## config.mk

```make
export PLATFORM = sky130hd
export DESIGN_NAME = chunked_bump_allocator
export DESIGN_NICKNAME = d
export VERILOG_FILES = /design/src/design/cba_pkg.sv /design/src/design/cba_fill_mem.sv /design/src/design/cba_ctrl.sv /design/src/design/chunked_bump_allocator.sv
export SDC_FILE = /design/constraint.sdc
export NUM_CORES = 2
export LEC_CHECK = 0
export ABC_AREA = 1
export BUFFER_PORTS_ARGS = -buffer_cell sky130_fd_sc_hd__buf_2
export CAP_MARGIN = 30
export CORE_ASPECT_RATIO = 0.6
export CORE_MARGIN = 2
export CORE_UTILIZATION = 56
export DETAILED_ROUTE_END_ITERATION = 6
export HOLD_SLACK_MARGIN = 0.02
export PLACE_DENSITY = 0.89
export SLEW_MARGIN = 10
export SYNTH_ARGS = -nofsm -noshare
export SYNTH_HDL_FRONTEND = slang
export SYNTH_SLANG_ARGS = --single-unit
```

## constraint.sdc

```tcl
create_clock -name clk_i -period 7.1 [get_ports clk_i]
set_clock_uncertainty 0.1 [all_clocks]
set_input_delay 1.42 -clock clk_i [delete_from_list [all_inputs] [get_ports clk_i]]
set_output_delay 1.42 -clock clk_i [all_outputs]
set_load 0.05 [all_outputs]
```

## src/design/cba_pkg.sv

```systemverilog
// ----------------------------------------------------------------------------
// cba_pkg
// Types, constants and chunk sizing helpers shared by the chunked bump
// allocator modules.
// ----------------------------------------------------------------------------
package cba_pkg;

  localparam int unsigned MaxChunks         = 16;
  localparam int unsigned AlignBytes        = 8;
  localparam int unsigned MaxChunkBytes     = 1048576;
  localparam int unsigned DefaultChunkBytes = 4096;
  localparam int unsigned GrowthCap         = 4;

  localparam int unsigned IdxW      = 4;
  localparam int unsigned FillW     = 21;
  localparam int unsigned SumW      = 25;
  localparam int unsigned ChunkCntW = 5;
  localparam int unsigned ReqW      = 32;
  localparam int unsigned AlignedW  = ReqW + 1;
  localparam int unsigned CntW      = 32;
  localparam int unsigned BytesW    = 48;
  localparam int unsigned CfgIdxW   = 1;
  localparam int unsigned CfgDataW  = 21;

  localparam logic [CfgIdxW-1:0] CFG_BASE  = 1'b0;
  localparam logic [CfgIdxW-1:0] CFG_LIMIT = 1'b1;

  typedef enum logic [1:0] {
    OP_ALLOC   = 2'd0,
    OP_RESET   = 2'd1,
    OP_MARK    = 2'd2,
    OP_RELEASE = 2'd3
  } op_e;

  typedef enum logic [2:0] {
    ST_OK       = 3'd0,
    ST_FALLBACK = 3'd1,
    ST_LIMIT    = 3'd2,
    ST_ZERO     = 3'd3,
    ST_BAD_MARK = 3'd4
  } status_e;

  typedef struct packed {
    op_e               operation;
    logic [ReqW-1:0]   request_bytes;
    logic [IdxW-1:0]   mark_chunk;
    logic [FillW-1:0]  mark_offset;
  } in_t;

  typedef struct packed {
    status_e              status;
    logic [IdxW-1:0]      chunk_index;
    logic [FillW-1:0]     offset;
    logic [SumW-1:0]      used_bytes;
    logic [SumW-1:0]      capacity_bytes;
    logic [ChunkCntW-1:0] chunks_made;
    logic [CntW-1:0]      allocs_done;
    logic [CntW-1:0]      fallbacks_done;
    logic [CntW-1:0]      resets_done;
    logic [BytesW-1:0]    bytes_out;
  } out_t;

  typedef struct packed {
    logic             rd_en;
    logic [IdxW-1:0]  raddr;
    logic             we;
    logic [IdxW-1:0]  waddr;
    logic [FillW-1:0] wdata;
    logic             clr_all;
    logic             clr_above;
    logic [IdxW-1:0]  clr_idx;
  } mem_req_t;

  function automatic logic [FillW-1:0] eff_base(logic [FillW-1:0] b);
    if (b == '0) return FillW'(DefaultChunkBytes);
    if (b > FillW'(MaxChunkBytes)) return FillW'(MaxChunkBytes);
    return b;
  endfunction

  // base << min(idx, 4), capped at the largest chunk
  function automatic logic [FillW-1:0] chunk_span(logic [FillW-1:0] eff,
                                                  logic [IdxW-1:0]  idx);
    logic [SumW-1:0] s;
    logic [2:0]      sh;
    sh = (idx > IdxW'(GrowthCap)) ? 3'(GrowthCap) : idx[2:0];
    s  = SumW'(eff) << sh;
    return (s > SumW'(MaxChunkBytes)) ? FillW'(MaxChunkBytes) : s[FillW-1:0];
  endfunction

endpackage

```

## src/design/cba_fill_mem.sv

```systemverilog
// ----------------------------------------------------------------------------
// cba_fill_mem
// Per-chunk fill level store: one write and one registered read a cycle,
// with per-entry valid bits so that bulk clears take effect at once.
// ----------------------------------------------------------------------------
module cba_fill_mem (
  input  logic                          clk_i,
  input  logic                          rst_ni,
  input  cba_pkg::mem_req_t             req_i,
  output logic [cba_pkg::FillW-1:0]     rdata_o
);

  logic [cba_pkg::FillW-1:0]     fill_mem [cba_pkg::MaxChunks];
  logic [cba_pkg::MaxChunks-1:0] vld_q, vld_d;
  logic [cba_pkg::FillW-1:0]     rdata_q;
  logic                          rvld_q;

  always_comb begin
    vld_d = vld_q;
    if (req_i.clr_all) begin
      vld_d = '0;
    end else begin
      for (int i = 0; i < cba_pkg::MaxChunks; i++) begin
        if (req_i.clr_above && (cba_pkg::IdxW'(i) > req_i.clr_idx)) begin
          vld_d[i] = 1'b0;
        end
      end
      if (req_i.we) begin
        vld_d[req_i.waddr] = 1'b1;
      end
    end
  end

  always_ff @(posedge clk_i) begin
    if (req_i.we) begin
      fill_mem[req_i.waddr] <= req_i.wdata;
    end
    if (req_i.rd_en) begin
      rdata_q <= fill_mem[req_i.raddr];
    end
  end

  always_ff @(posedge clk_i or negedge rst_ni) begin
    if (!rst_ni) begin
      vld_q  <= '0;
      rvld_q <= 1'b0;
    end else begin
      vld_q <= vld_d;
      if (req_i.rd_en) begin
        rvld_q <= vld_q[req_i.raddr];
      end
    end
  end

  // an entry not written since its last clear reads as empty
  assign rdata_o = rvld_q ? rdata_q : '0;

endmodule

```

## src/design/cba_ctrl.sv

```systemverilog
// ----------------------------------------------------------------------------
// cba_ctrl
// Sequencer for the allocator: decodes each item, reads the fill store,
// updates position and statistics, and walks the table on a release to an earlier chunk.
// ----------------------------------------------------------------------------
module cba_ctrl (
  input  logic                            clk_i,
  input  logic                            rst_ni,
  input  logic                            cfg_we_i,
  input  logic [cba_pkg::CfgIdxW-1:0]     cfg_idx_i,
  input  logic [cba_pkg::CfgDataW-1:0]    cfg_data_i,
  input  logic                            in_valid_i,
  output logic                            in_stall_o,
  input  cba_pkg::in_t                    in_i,
  output logic                            res_valid_o,
  input  logic                            res_ready_i,
  output cba_pkg::out_t                   res_o,
  output cba_pkg::mem_req_t               mem_req_o,
  input  logic [cba_pkg::FillW-1:0]       mem_rdata_i
);

  typedef enum logic [1:0] {
    S_IDLE,
    S_EXEC,
    S_WALK
  } state_e;

  state_e state_q, state_d;

  logic [cba_pkg::FillW-1:0]     base_q, base_d;
  logic [cba_pkg::ChunkCntW-1:0] limit_q, limit_d;
  logic [cba_pkg::IdxW-1:0]      active_q, active_d;
  logic [cba_pkg::ChunkCntW-1:0] created_q, created_d;
  logic [cba_pkg::SumW-1:0]      used_q, used_d;
  logic [cba_pkg::SumW-1:0]      cap_q, cap_d;
  logic [cba_pkg::CntW-1:0]      alloc_cnt_q, alloc_cnt_d;
  logic [cba_pkg::CntW-1:0]      fb_cnt_q, fb_cnt_d;
  logic [cba_pkg::CntW-1:0]      rst_cnt_q, rst_cnt_d;
  logic [cba_pkg::BytesW-1:0]    bytes_q, bytes_d;
  logic [cba_pkg::IdxW-1:0]      walk_idx_q, walk_idx_d;
  logic [cba_pkg::SumW-1:0]      acc_q, acc_d;

  cba_pkg::op_e                  op_q;
  logic                          zero_q;
  logic [cba_pkg::AlignedW-1:0]  aligned_q;
  logic [cba_pkg::IdxW-1:0]      mchunk_q;
  logic [cba_pkg::FillW-1:0]     moff_q;

  logic                          accept;
  logic [cba_pkg::AlignedW-1:0]  aligned_in;
  logic [cba_pkg::FillW-1:0]     eff;
  logic [cba_pkg::FillW-1:0]     size_a, size_nx, size_m, clamp;
  logic [cba_pkg::ChunkCntW-1:0] nx, limit_eff;
  logic [cba_pkg::FillW:0]       bump;
  logic                          fits, fallback, bad_mark;
  logic [cba_pkg::SumW-1:0]      fill_ext, acc_sub, rel_base, rel_used;

  assign accept     = in_valid_i && (state_q == S_IDLE);
  assign in_stall_o = (state_q != S_IDLE);

  assign aligned_in = ({1'b0, in_i.request_bytes} + cba_pkg::AlignedW'(cba_pkg::AlignBytes - 1))
                    & ~cba_pkg::AlignedW'(cba_pkg::AlignBytes - 1);

  assign eff       = cba_pkg::eff_base(base_q);
  assign nx        = cba_pkg::ChunkCntW'(active_q) + 1'b1;
  assign size_a    = cba_pkg::chunk_span(eff, active_q);
  assign size_nx   = cba_pkg::chunk_span(eff, nx[cba_pkg::IdxW-1:0]);
  assign size_m    = cba_pkg::chunk_span(eff, mchunk_q);
  assign clamp     = (moff_q > size_m) ? size_m : moff_q;
  assign limit_eff = (limit_q == '0 || limit_q > cba_pkg::ChunkCntW'(cba_pkg::MaxChunks))
                   ? cba_pkg::ChunkCntW'(cba_pkg::MaxChunks) : limit_q;

  assign fallback = aligned_q > cba_pkg::AlignedW'(eff >> 1);
  assign bump     = {1'b0, mem_rdata_i} + {1'b0, aligned_q[cba_pkg::FillW-1:0]};
  assign fits     = bump <= {1'b0, size_a};
  assign bad_mark = cba_pkg::ChunkCntW'(mchunk_q) >= created_q;

  // chunks past the active one are always empty, so a release only has to
  // take back the fills from the mark up to the active chunk
  assign fill_ext = cba_pkg::SumW'(mem_rdata_i);
  assign acc_sub  = ((state_q == S_WALK) ? acc_q : used_q) - fill_ext;
  assign rel_base = (state_q == S_EXEC && mchunk_q > active_q) ? used_q : acc_sub;
  assign rel_used = rel_base + cba_pkg::SumW'(clamp);

  always_comb begin
    state_d     = state_q;
    base_d      = base_q;
    limit_d     = limit_q;
    active_d    = active_q;
    created_d   = created_q;
    used_d      = used_q;
    cap_d       = cap_q;
    alloc_cnt_d = alloc_cnt_q;
    fb_cnt_d    = fb_cnt_q;
    rst_cnt_d   = rst_cnt_q;
    bytes_d     = bytes_q;
    walk_idx_d  = walk_idx_q;
    acc_d       = acc_q;
    mem_req_o   = '0;
    res_valid_o = 1'b0;
    res_o       = '0;
    res_o.status = cba_pkg::ST_OK;

    unique case (state_q)
      S_IDLE: begin
        if (in_valid_i) begin
          state_d         = S_EXEC;
          mem_req_o.rd_en = 1'b1;
          mem_req_o.raddr = (in_i.operation == cba_pkg::OP_RELEASE)
                          ? in_i.mark_chunk : active_q;
        end
      end
      S_EXEC: begin
        if (op_q == cba_pkg::OP_RELEASE && !bad_mark && mchunk_q < active_q) begin
          state_d         = S_WALK;
          acc_d           = acc_sub;
          walk_idx_d      = mchunk_q + 1'b1;
          mem_req_o.rd_en = 1'b1;
          mem_req_o.raddr = mchunk_q + 1'b1;
        end else if (res_ready_i) begin
          state_d     = S_IDLE;
          res_valid_o = 1'b1;
          unique case (op_q)
            cba_pkg::OP_ALLOC: begin
              if (zero_q) begin
                res_o.status = cba_pkg::ST_ZERO;
              end else if (fallback) begin
                res_o.status = cba_pkg::ST_FALLBACK;
                fb_cnt_d     = fb_cnt_q + 1'b1;
                alloc_cnt_d  = alloc_cnt_q + 1'b1;
                bytes_d      = bytes_q + cba_pkg::BytesW'(aligned_q);
              end else if (fits) begin
                res_o.chunk_index = active_q;
                res_o.offset      = mem_rdata_i;
                mem_req_o.we      = 1'b1;
                mem_req_o.waddr   = active_q;
                mem_req_o.wdata   = bump[cba_pkg::FillW-1:0];
                used_d            = used_q + cba_pkg::SumW'(aligned_q[cba_pkg::FillW-1:0]);
                alloc_cnt_d       = alloc_cnt_q + 1'b1;
                bytes_d           = bytes_q + cba_pkg::BytesW'(aligned_q);
              end else if (nx >= cba_pkg::ChunkCntW'(cba_pkg::MaxChunks) ||
                           (nx >= created_q && created_q >= limit_eff)) begin
                res_o.status = cba_pkg::ST_LIMIT;
              end else begin
                if (nx >= created_q) begin
                  created_d = nx + 1'b1;
                  cap_d     = cap_q + cba_pkg::SumW'(size_nx);
                end
                active_d          = nx[cba_pkg::IdxW-1:0];
                res_o.chunk_index = nx[cba_pkg::IdxW-1:0];
                res_o.offset      = '0;
                mem_req_o.we      = 1'b1;
                mem_req_o.waddr   = nx[cba_pkg::IdxW-1:0];
                mem_req_o.wdata   = aligned_q[cba_pkg::FillW-1:0];
                used_d            = used_q + cba_pkg::SumW'(aligned_q[cba_pkg::FillW-1:0]);
                alloc_cnt_d       = alloc_cnt_q + 1'b1;
                bytes_d           = bytes_q + cba_pkg::BytesW'(aligned_q);
              end
            end
            cba_pkg::OP_RESET: begin
              mem_req_o.clr_all = 1'b1;
              active_d          = '0;
              used_d            = '0;
              rst_cnt_d         = rst_cnt_q + 1'b1;
            end
            cba_pkg::OP_MARK: begin
              res_o.chunk_index = active_q;
              res_o.offset      = mem_rdata_i;
            end
            cba_pkg::OP_RELEASE: begin
              if (bad_mark) begin
                res_o.status = cba_pkg::ST_BAD_MARK;
              end else begin
                mem_req_o.we        = 1'b1;
                mem_req_o.waddr     = mchunk_q;
                mem_req_o.wdata     = clamp;
                mem_req_o.clr_above = 1'b1;
                mem_req_o.clr_idx   = mchunk_q;
                active_d            = mchunk_q;
                used_d              = rel_used;
                res_o.chunk_index   = mchunk_q;
                res_o.offset        = clamp;
              end
            end
            default: ;
          endcase
        end
      end
      S_WALK: begin
        if (walk_idx_q != active_q) begin
          acc_d           = acc_sub;
          walk_idx_d      = walk_idx_q + 1'b1;
          mem_req_o.rd_en = 1'b1;
          mem_req_o.raddr = walk_idx_q + 1'b1;
        end else if (res_ready_i) begin
          state_d             = S_IDLE;
          res_valid_o         = 1'b1;
          mem_req_o.we        = 1'b1;
          mem_req_o.waddr     = mchunk_q;
          mem_req_o.wdata     = clamp;
          mem_req_o.clr_above = 1'b1;
          mem_req_o.clr_idx   = mchunk_q;
          active_d            = mchunk_q;
          used_d              = rel_used;
          res_o.chunk_index   = mchunk_q;
          res_o.offset        = clamp;
        end
      end
      default: state_d = S_IDLE;
    endcase

    res_o.used_bytes     = used_d;
    res_o.capacity_bytes = cap_d;
    res_o.chunks_made    = created_d;
    res_o.allocs_done    = alloc_cnt_d;
    res_o.fallbacks_done = fb_cnt_d;
    res_o.resets_done    = rst_cnt_d;
    res_o.bytes_out      = bytes_d;

    // base write rebuilds the chunk table; counters survive
    if (cfg_we_i) begin
      unique case (cfg_idx_i)
        cba_pkg::CFG_BASE: begin
          base_d            = cfg_data_i;
          mem_req_o.clr_all = 1'b1;
          active_d          = '0;
          created_d         = cba_pkg::ChunkCntW'(1);
          used_d            = '0;
          cap_d             = cba_pkg::SumW'(cba_pkg::chunk_span(
                                cba_pkg::eff_base(cfg_data_i), '0));
        end
        cba_pkg::CFG_LIMIT: begin
          limit_d = cfg_data_i[cba_pkg::ChunkCntW-1:0];
        end
        default: ;
      endcase
    end
  end

  always_ff @(posedge clk_i or negedge rst_ni) begin
    if (!rst_ni) begin
      state_q     <= S_IDLE;
      base_q      <= cba_pkg::FillW'(cba_pkg::DefaultChunkBytes);
      limit_q     <= '0;
      active_q    <= '0;
      created_q   <= cba_pkg::ChunkCntW'(1);
      used_q      <= '0;
      cap_q       <= cba_pkg::SumW'(cba_pkg::DefaultChunkBytes);
      alloc_cnt_q <= '0;
      fb_cnt_q    <= '0;
      rst_cnt_q   <= '0;
      bytes_q     <= '0;
      walk_idx_q  <= '0;
      acc_q       <= '0;
    end else begin
      state_q     <= state_d;
      base_q      <= base_d;
      limit_q     <= limit_d;
      active_q    <= active_d;
      created_q   <= created_d;
      used_q      <= used_d;
      cap_q       <= cap_d;
      alloc_cnt_q <= alloc_cnt_d;
      fb_cnt_q    <= fb_cnt_d;
      rst_cnt_q   <= rst_cnt_d;
      bytes_q     <= bytes_d;
      walk_idx_q  <= walk_idx_d;
      acc_q       <= acc_d;
    end
  end

  always_ff @(posedge clk_i) begin
    if (accept) begin
      op_q      <= in_i.operation;
      zero_q    <= (in_i.request_bytes == '0);
      aligned_q <= aligned_in;
      mchunk_q  <= in_i.mark_chunk;
      moff_q    <= in_i.mark_offset;
    end
  end

`ifndef NO_ASSERTIONS
  a_used_le_cap: assert property (@(posedge clk_i) disable iff (!rst_ni)
    used_q <= cap_q)
    else $error("fill total above capacity");

  a_active_created: assert property (@(posedge clk_i) disable iff (!rst_ni)
    cba_pkg::ChunkCntW'(active_q) < created_q)
    else $error("active chunk not created");

  a_created_range: assert property (@(posedge clk_i) disable iff (!rst_ni)
    created_q != '0 && created_q <= cba_pkg::ChunkCntW'(cba_pkg::MaxChunks))
    else $error("chunk count out of range");

  a_walk_bound: assert property (@(posedge clk_i) disable iff (!rst_ni)
    state_q == S_WALK |-> (walk_idx_q <= active_q && walk_idx_q > mchunk_q))
    else $error("release walk outside mark..active");

  a_res_ready: assert property (@(posedge clk_i) disable iff (!rst_ni)
    res_valid_o |-> (res_ready_i && state_q != S_IDLE))
    else $error("result issued without room");
`endif

endmodule

```

## src/design/chunked_bump_allocator.sv

```systemverilog
// ----------------------------------------------------------------------------
// chunked_bump_allocator
// Multi-chunk bump allocator with alloc, reset, mark and release items.
// ----------------------------------------------------------------------------
// Items arrive on in_valid_i/in_stall_o/in_i and each gives exactly one
// result on out_valid_o/out_stall_i/out_o, in order. Transfer happens on a
// clock edge with valid high and stall low.
// An item is accepted at the end of an idle cycle that also reads its fill
// entry; its result is then written into the output register once that
// register is free. A release to chunk m below the active chunk a first
// walks the entries above m up to a, one fill read per chunk. An item is
// taken in only while the sequencer is idle, one item at a time.
// A stalled result is held in the output register while the next item is
// taken in; that item then waits to complete until the register frees.
// The user must write configuration (cfg_we_i, cfg_idx_i, cfg_data_i) only
// while idle; the block does not enforce it. Index 0 sets the base chunk size
// and empties the chunk table, index 1 sets the chunk limit.
// Reset (rst_ni low) empties all chunks at once, leaves one chunk of 4096
// bytes, base 4096, no limit and all counters zero; no clearing pass.
// ----------------------------------------------------------------------------
module chunked_bump_allocator (
  input  logic                         clk_i,
  input  logic                         rst_ni,
  input  logic                         cfg_we_i,
  input  logic [cba_pkg::CfgIdxW-1:0]  cfg_idx_i,
  input  logic [cba_pkg::CfgDataW-1:0] cfg_data_i,
  input  logic                         in_valid_i,
  output logic                         in_stall_o,
  input  cba_pkg::in_t                 in_i,
  output logic                         out_valid_o,
  input  logic                         out_stall_i,
  output cba_pkg::out_t                out_o
);

  cba_pkg::mem_req_t          mem_req;
  logic [cba_pkg::FillW-1:0]  mem_rdata;
  logic                       res_valid;
  logic                       res_ready;
  cba_pkg::out_t              res;

  logic                       out_valid_q, out_valid_d;
  cba_pkg::out_t              out_q;

  cba_fill_mem u_fill_mem (
    .clk_i   (clk_i),
    .rst_ni  (rst_ni),
    .req_i   (mem_req),
    .rdata_o (mem_rdata)
  );

  cba_ctrl u_ctrl (
    .clk_i       (clk_i),
    .rst_ni      (rst_ni),
    .cfg_we_i    (cfg_we_i),
    .cfg_idx_i   (cfg_idx_i),
    .cfg_data_i  (cfg_data_i),
    .in_valid_i  (in_valid_i),
    .in_stall_o  (in_stall_o),
    .in_i        (in_i),
    .res_valid_o (res_valid),
    .res_ready_i (res_ready),
    .res_o       (res),
    .mem_req_o   (mem_req),
    .mem_rdata_i (mem_rdata)
  );

  assign res_ready = !out_valid_q || !out_stall_i;

  always_comb begin
    out_valid_d = out_valid_q;
    if (res_valid) begin
      out_valid_d = 1'b1;
    end else if (!out_stall_i) begin
      out_valid_d = 1'b0;
    end
  end

  always_ff @(posedge clk_i or negedge rst_ni) begin
    if (!rst_ni) begin
      out_valid_q <= 1'b0;
    end else begin
      out_valid_q <= out_valid_d;
    end
  end

  always_ff @(posedge clk_i) begin
    if (res_valid) begin
      out_q <= res;
    end
  end

  assign out_valid_o = out_valid_q;
  assign out_o       = out_q;

endmodule

```

==> Yosys cells after proc, flatten, opt, wreduce, memory -nomap -nowiden <==
Memory sizes are Yosys's and may differ from the RTL's. A register that Yosys moved wholly into a read port is not among the register bits.
Cells that the tools add are included.
{ "word_totals": {"reg_bits": 563, "ram_bits": 336, "input_bits": 86, "mem_count": 1} }
{ "op_classes": {"addsub": 14, "order_cmp": 38, "eq_ne": 12, "shift": 3, "muxes": 205, "n_bitwise": 4, "n_reduce_logical": 41} }
{ "mem_list": {"columns": ["memory", "depth", "width", "read_ports", "rd_clocked_by_memory_dff", "write_ports", "line", "rtl"], "rows": [
  ["u_fill_mem.fill_mem", 16, 21, 1, 1, 1, "cba_fill_mem.sv:13", "logic [cba_pkg::FillW-1:0] fill_mem [cba_pkg::MaxChunks];"]
]} }
{ "op_table": {"columns": ["cell", "count"], "rows": [
  ["$mux W25", 35],
  ["$mux W32", 20],
  ["$mux W48", 8],
  ["$mux W21", 16],
  ["$mux W26", 7],
  ["$pmux W25 S2", 3],
  ["$pmux W25 S3", 2],
  ["$pmux W26 S2", 2],
  ["$add A32 B1 Y32 const B", 3],
  ["$mux W5", 19],
  ["$add A25 B21 Y25", 3],
  ["$gt A25 B21 Y1 const B", 3],
  ["$shl A21 B3 Y25", 3],
  ["$gt A21 B21 Y1 const B", 3],
  ["$mux W4", 14],
  ["$mux W1", 55],
  ["$add A48 B33 Y48", 1],
  ["$logic_not A21 Y1", 2],
  ["$add A32 B3 Y33 const B", 1],
  ["$gt A33 B20 Y1", 1],
  ["$gt A4 B4 Y1 const A", 8],
  ["$logic_not A32 Y1", 1],
  ["$mux W16", 2],
  ["$sub A25 B21 Y25", 1],
  ["45 further kinds", 104]
]} }

==> Logic depth before layout (Yosys ltp) <==
{ "depth": {"word_depth": 23, "mapped_depth": 54} }

==> Hierarchy <==
Synthesis repeated with hierarchy kept, for this count alone.
{ "unflattened": {"cells_unflattened": 5962, "area_unflattened_um2": 51869.7} }
{ "by_module_without_submodules": {"columns": ["mod", "instances", "cells_per_inst", "area_per_inst_um2"], "rows": [
  ["cba_ctrl", 1, 4538, 30050.1],
  ["cba_fill_mem", 1, 1193, 14961.8],
  ["chunked_bump_allocator", 1, 231, 6857.8]
]} }

==> Least setup slack after synthesis <==
No wires, ideal clock.
{ "synth_timing": {"path_type": "input to register", "from": "input out_stall_i", "to": "register out_q (netlist bit out_o[100]) (enable)", "setup_ns": 0.574, "arrival_time_ns": 6.625, "slack_ns": -0.199, "stages": 7, "n_path_buf": 0, "path_cell_list": "nand2_1 -> inv_1 -> nor2_1 -> inv_1 -> nor2_1 -> o21ai_0 -> inv_1"} }
{ "synth_between": {"elab_chain_len": 5, "elab_cells_between_ends": 6, "cone_classes": "mux (4); reduce/logical (2)"} }
{ "synth_lines": {"columns": ["item", "line", "rtl"], "rows": [
  ["start: declaration", "chunked_bump_allocator.sv:31", "input logic out_stall_i,"],
  ["$logic_not A1 Y1 (*)", null, null],
  ["$logic_or A1 B1 Y1 (*)", "chunked_bump_allocator.sv:67", "assign res_ready = !out_valid_q || !out_stall_i;"],
  ["$mux W1 (*)", "cba_ctrl.sv:120, cba_ctrl.sv:195", null],
  ["$mux W1, on equally long branches", "cba_ctrl.sv:190, cba_ctrl.sv:114", null],
  ["$pmux W1 S2 (*)", "cba_ctrl.sv:104", "unique case (state_q)"],
  ["end signal: assignment", "chunked_bump_allocator.sv:88", "out_q <= res;"],
  ["end: declaration", "chunked_bump_allocator.sv:42", "cba_pkg::out_t out_q;"]
]} }
Every way passes the cells marked *; elsewhere a longest branch is shown, timed or not.
A chain may end at the register's enable or synchronous reset.

==> results.md <==
* RePlAce Congestion at between 1 and 1.5
* DR pass1 iterations at 7
* Final worst path period share at between 90% and 100%
* RSZ-0062 raised after global routing: yes
* Final Max Slew Viols at 0
* Post-Synthesis Cells at between 5000 and 6000
* Pwr per Cell Area at between 400 and 500 mW/mm^2
* Critical Path RT at 7.48 ns
* Clock sinks at 914
* Max stage delay cell, worst path: edfxtp_1
* Share of cells above drive strength 1 at between 10% and 20%
* Initial antenna violation count at 13
* IR drop worst, VDD at roughly 0.43 mV
* TritonCTS Buffers at slightly below 90
* Worst Tran Pin Value at between 1 and 1.5 ns
* Crit Path Max Fanout at 8
* CP max stage delay at 0.39 ns
* DRC viols at 12
* Largest cells by area after synthesis: edfxtp_1 (37%), dfrtp_1 (13%), nand2_1 (9.7%)
* CP startpoint: u_ctrl.mchunk_q[0]
* Final hold vios at 0
* Clock latency at the later pin of the worst-skew pair at 0.71 ns
* Post-synthesis register bit count at between 900 and 1000
* Crit. End Element: flip-flop
* Pin count of the biggest net entering global routing at 164
* Area of the mapped netlist at 0.0512 mm^2
* Pre-CTS setup slack at -0.0330 ns
* Worst Hold Class: flip-flop to flip-flop
* Starting DRT DRC Count at 7200
* Critical path data arrival time at slightly above 7 ns
* Setup CP Type: flip-flop to flip-flop
* Overall power at just under 30 mW
* Worst reg2reg startpoint: u_ctrl.mchunk_q[0]
* EDFF count, synth at between 600 and 700
* Register area share after synthesis at 50.9%
* Max-cap viol count at 0
* Buffers on Ports at approximately 310
* Synth area leader: edfxtp_1
* Drt via density at 6.19
* IO Count at between 300 and 400
* Antenna Nets Post-Route at 0
* Critical R2R Capture: out_o[188]
* Core area at 0.0902 mm^2
* # nets final at around 6500
* Die height at ~240 um
* Fin crit period at around 6.8 ns
* Rel. slew slack at between 30 and 40%
* Vias post-DR at approximately 46000
* Most frequent CP cell: nand2_1
* Die Span X at roughly 400 um
* # fillers at roughly 7000
* FF+latch area at roughly 0.026 mm^2
* Hold-fix buffers, CTS at 0
* Fmax at roughly 150 MHz
* Count leader, synth: nand2_1
* Fin worst setup slack at 0.306 ns
* Yosys cell types at just over 70
* # H-tree levels at 3
* Cell leakage power at 25.3 nW
* Multi-input logic area at ~0.023 mm^2
* Routed WL at about 180000 um
* Full die area at ~0.094 mm^2
* Post-Syn Area per Cell at ~8.9 um^2
* Area growth, synth to finish at 15.6%
* Gr ovfl total at 0
* Clock buffer depth at 3
* Synthesis Warnings at 0
* Number of global-route vias before repair at between 40000 and 50000
* FF-to-FF setup slack at a little over 0.3 ns
* First-pass GRT wire length at ~260000 um
* Commonest cells post-synth: nand2_1 (1319), nor2_1 (641), edfxtp_1 (639)
* CTS tree: yes
* Starting Density at between 50% and 60%
* Worst setup path endpoint: out_o[188]
* GRT Total Usage at about 36%
* Violated checks: design-rule violations
* CP Launch Type: flip-flop
* Async S/R FF share, synth at 30.1%
* Post-synth top area share at around 37%
* DPL Wire Length at 129000 um
* Wire per inst at between 20 and 25 um
* Most used DFF post-synth: edfxtp_1
* Status: finished with violations
* Clock transition at the registers of the reported paths at 0.07 ns
* R2R cell count at 44
* Root Buffer: clkbuf_16
* Final setup violating endpoints at 0
* Std cell rows at 85
-- logic make-up (layout without fill, tap and decap cells) --
kind of cell	count (synthesis)	count (layout)	synth area share [%]
compound gates	1123	1124	12.8
xor+xnor	241	241	4.15
fa+ha+maj	233	233	5.78
buf+inv	754	1265	5.78
flops	914	914	50.9
mux	25	25	0.496
other cells	1	14	0.00732
simple gates	2474	2475	20.1
-- how the worst min path moves through the flow --
stage	endpoint	cells after the start	slack [ns]	from
global placement	u_ctrl.acc_q[7]	2	0.35	u_ctrl.acc_q[7]
finish	u_ctrl.acc_q[7]	2	0.37	u_ctrl.acc_q[7]
detailed placement	u_ctrl.acc_q[16]	2	0.36	u_ctrl.acc_q[16]
global route	u_ctrl.acc_q[16]	2	0.40	u_ctrl.acc_q[16]
CTS	u_ctrl.acc_q[11]	2	0.37	u_ctrl.acc_q[11]
floorplan	u_ctrl.fb_cnt_q[31]	1	0.33	u_ctrl.fb_cnt_q[31]
-- critical path, delay by kind of cell (launching register included) --
family,cells,cell delay (ns)
adders and majority gates,3,0.73
buffers and inverters,7,0.99
and+or+nand+nor,20,2.14
DFF,1,0.39
AOI/OAI and AO/OA,14,2.20
-- what timing repair did --
action / CTS / global route
gates cloned: 0 / 6
setup buffers: 0 / 20
setup endpoints to repair: 2 / 387
pin swaps: 0 / 25
gates resized for setup: 1 / 127
-- metal layers --
layer  share of wire [%]  vias to the layer above  GRT usage (%)  wire length, um
met3                  16                      514           13.8            28800
li1                    -                    20657              -                -
met1                  40                    21822           52.9            70900
met4                 4.3                       12           13.8             7570
met5               0.040                        -              0               71
met2                  39                     3469           48.5            68500
-- stage by stage --
step | hold WS (ns) | instance area, um^2 | util (%) | TNS [ns] | std cells
6_report | 0.374 | 59200 | 65.7 | 0 | 7509
5_1_grt | 0.395 | 59200 | 65.7 | -0.466 | 7504
4_1_cts | 0.373 | 58400 | 64.8 | 0 | 7464
3_5_place_dp | 0.359 | 55500 | 61.5 | -0.0330 | 7301
3_3_place_gp | 0.353 | 55300 | 61.4 | 0 | 7288
2_1_floorplan | 0.332 | 51200 | - | 0 | 5767
-- registers in the layout, indices dropped and copies added (netlist names), 25 cells and up --
name / flops
u_ctrl.aligned_q: 30
u_fill_mem.fill_mem: 336
u_ctrl.bytes_q: 45
u_ctrl.alloc_cnt_q: 32
u_ctrl.used_q: 25
u_ctrl.rst_cnt_q: 32
u_ctrl.fb_cnt_q: 32
out_o: 224
u_ctrl.cap_q: 25
u_ctrl.acc_q: 25
-- cell usage in the layout, fill, tap and decap left out, types with 211 or more instances in the layout --
| cell | instances |
|---|---|
| nand2_1 | 1293 |
| edfxtp_1 | 639 |
| nor2_1 | 616 |
| inv_1 | 521 |
| o21ai_0 | 424 |
| buf_2 | 311 |
| a21oi_1 | 302 |
| dfrtp_1 | 269 |
| nand3_1 | 254 |
| ha_1 | 211 |
-- layout make-up --
cell class                 count  share of cell area (%)
antenna                       11                  0.0465
clock buffer                 117                    3.98
clock inverter                46                   0.925
inverter                     543                    3.46
multi-input combinational   4101                    38.4
sequential                   914                    44.0
tap                         1218                    2.57
timing repair buffer         558                    6.54
timing repair inverter         1                  0.0127
-- report_power, final --
part | internal [mW] | switching [mW] | leakage [nW] | total (mW)
clock | 2.64 | 2.17 | 1.41 | 4.81
combinational | 5.30 | 11.5 | 15.0 | 16.8
sequential | 6.80 | 0.543 | 8.85 | 7.34
total | 14.7 | 14.2 | 25.3 | 29.0
No activity file was read; power rests on OpenSTA's default activity.
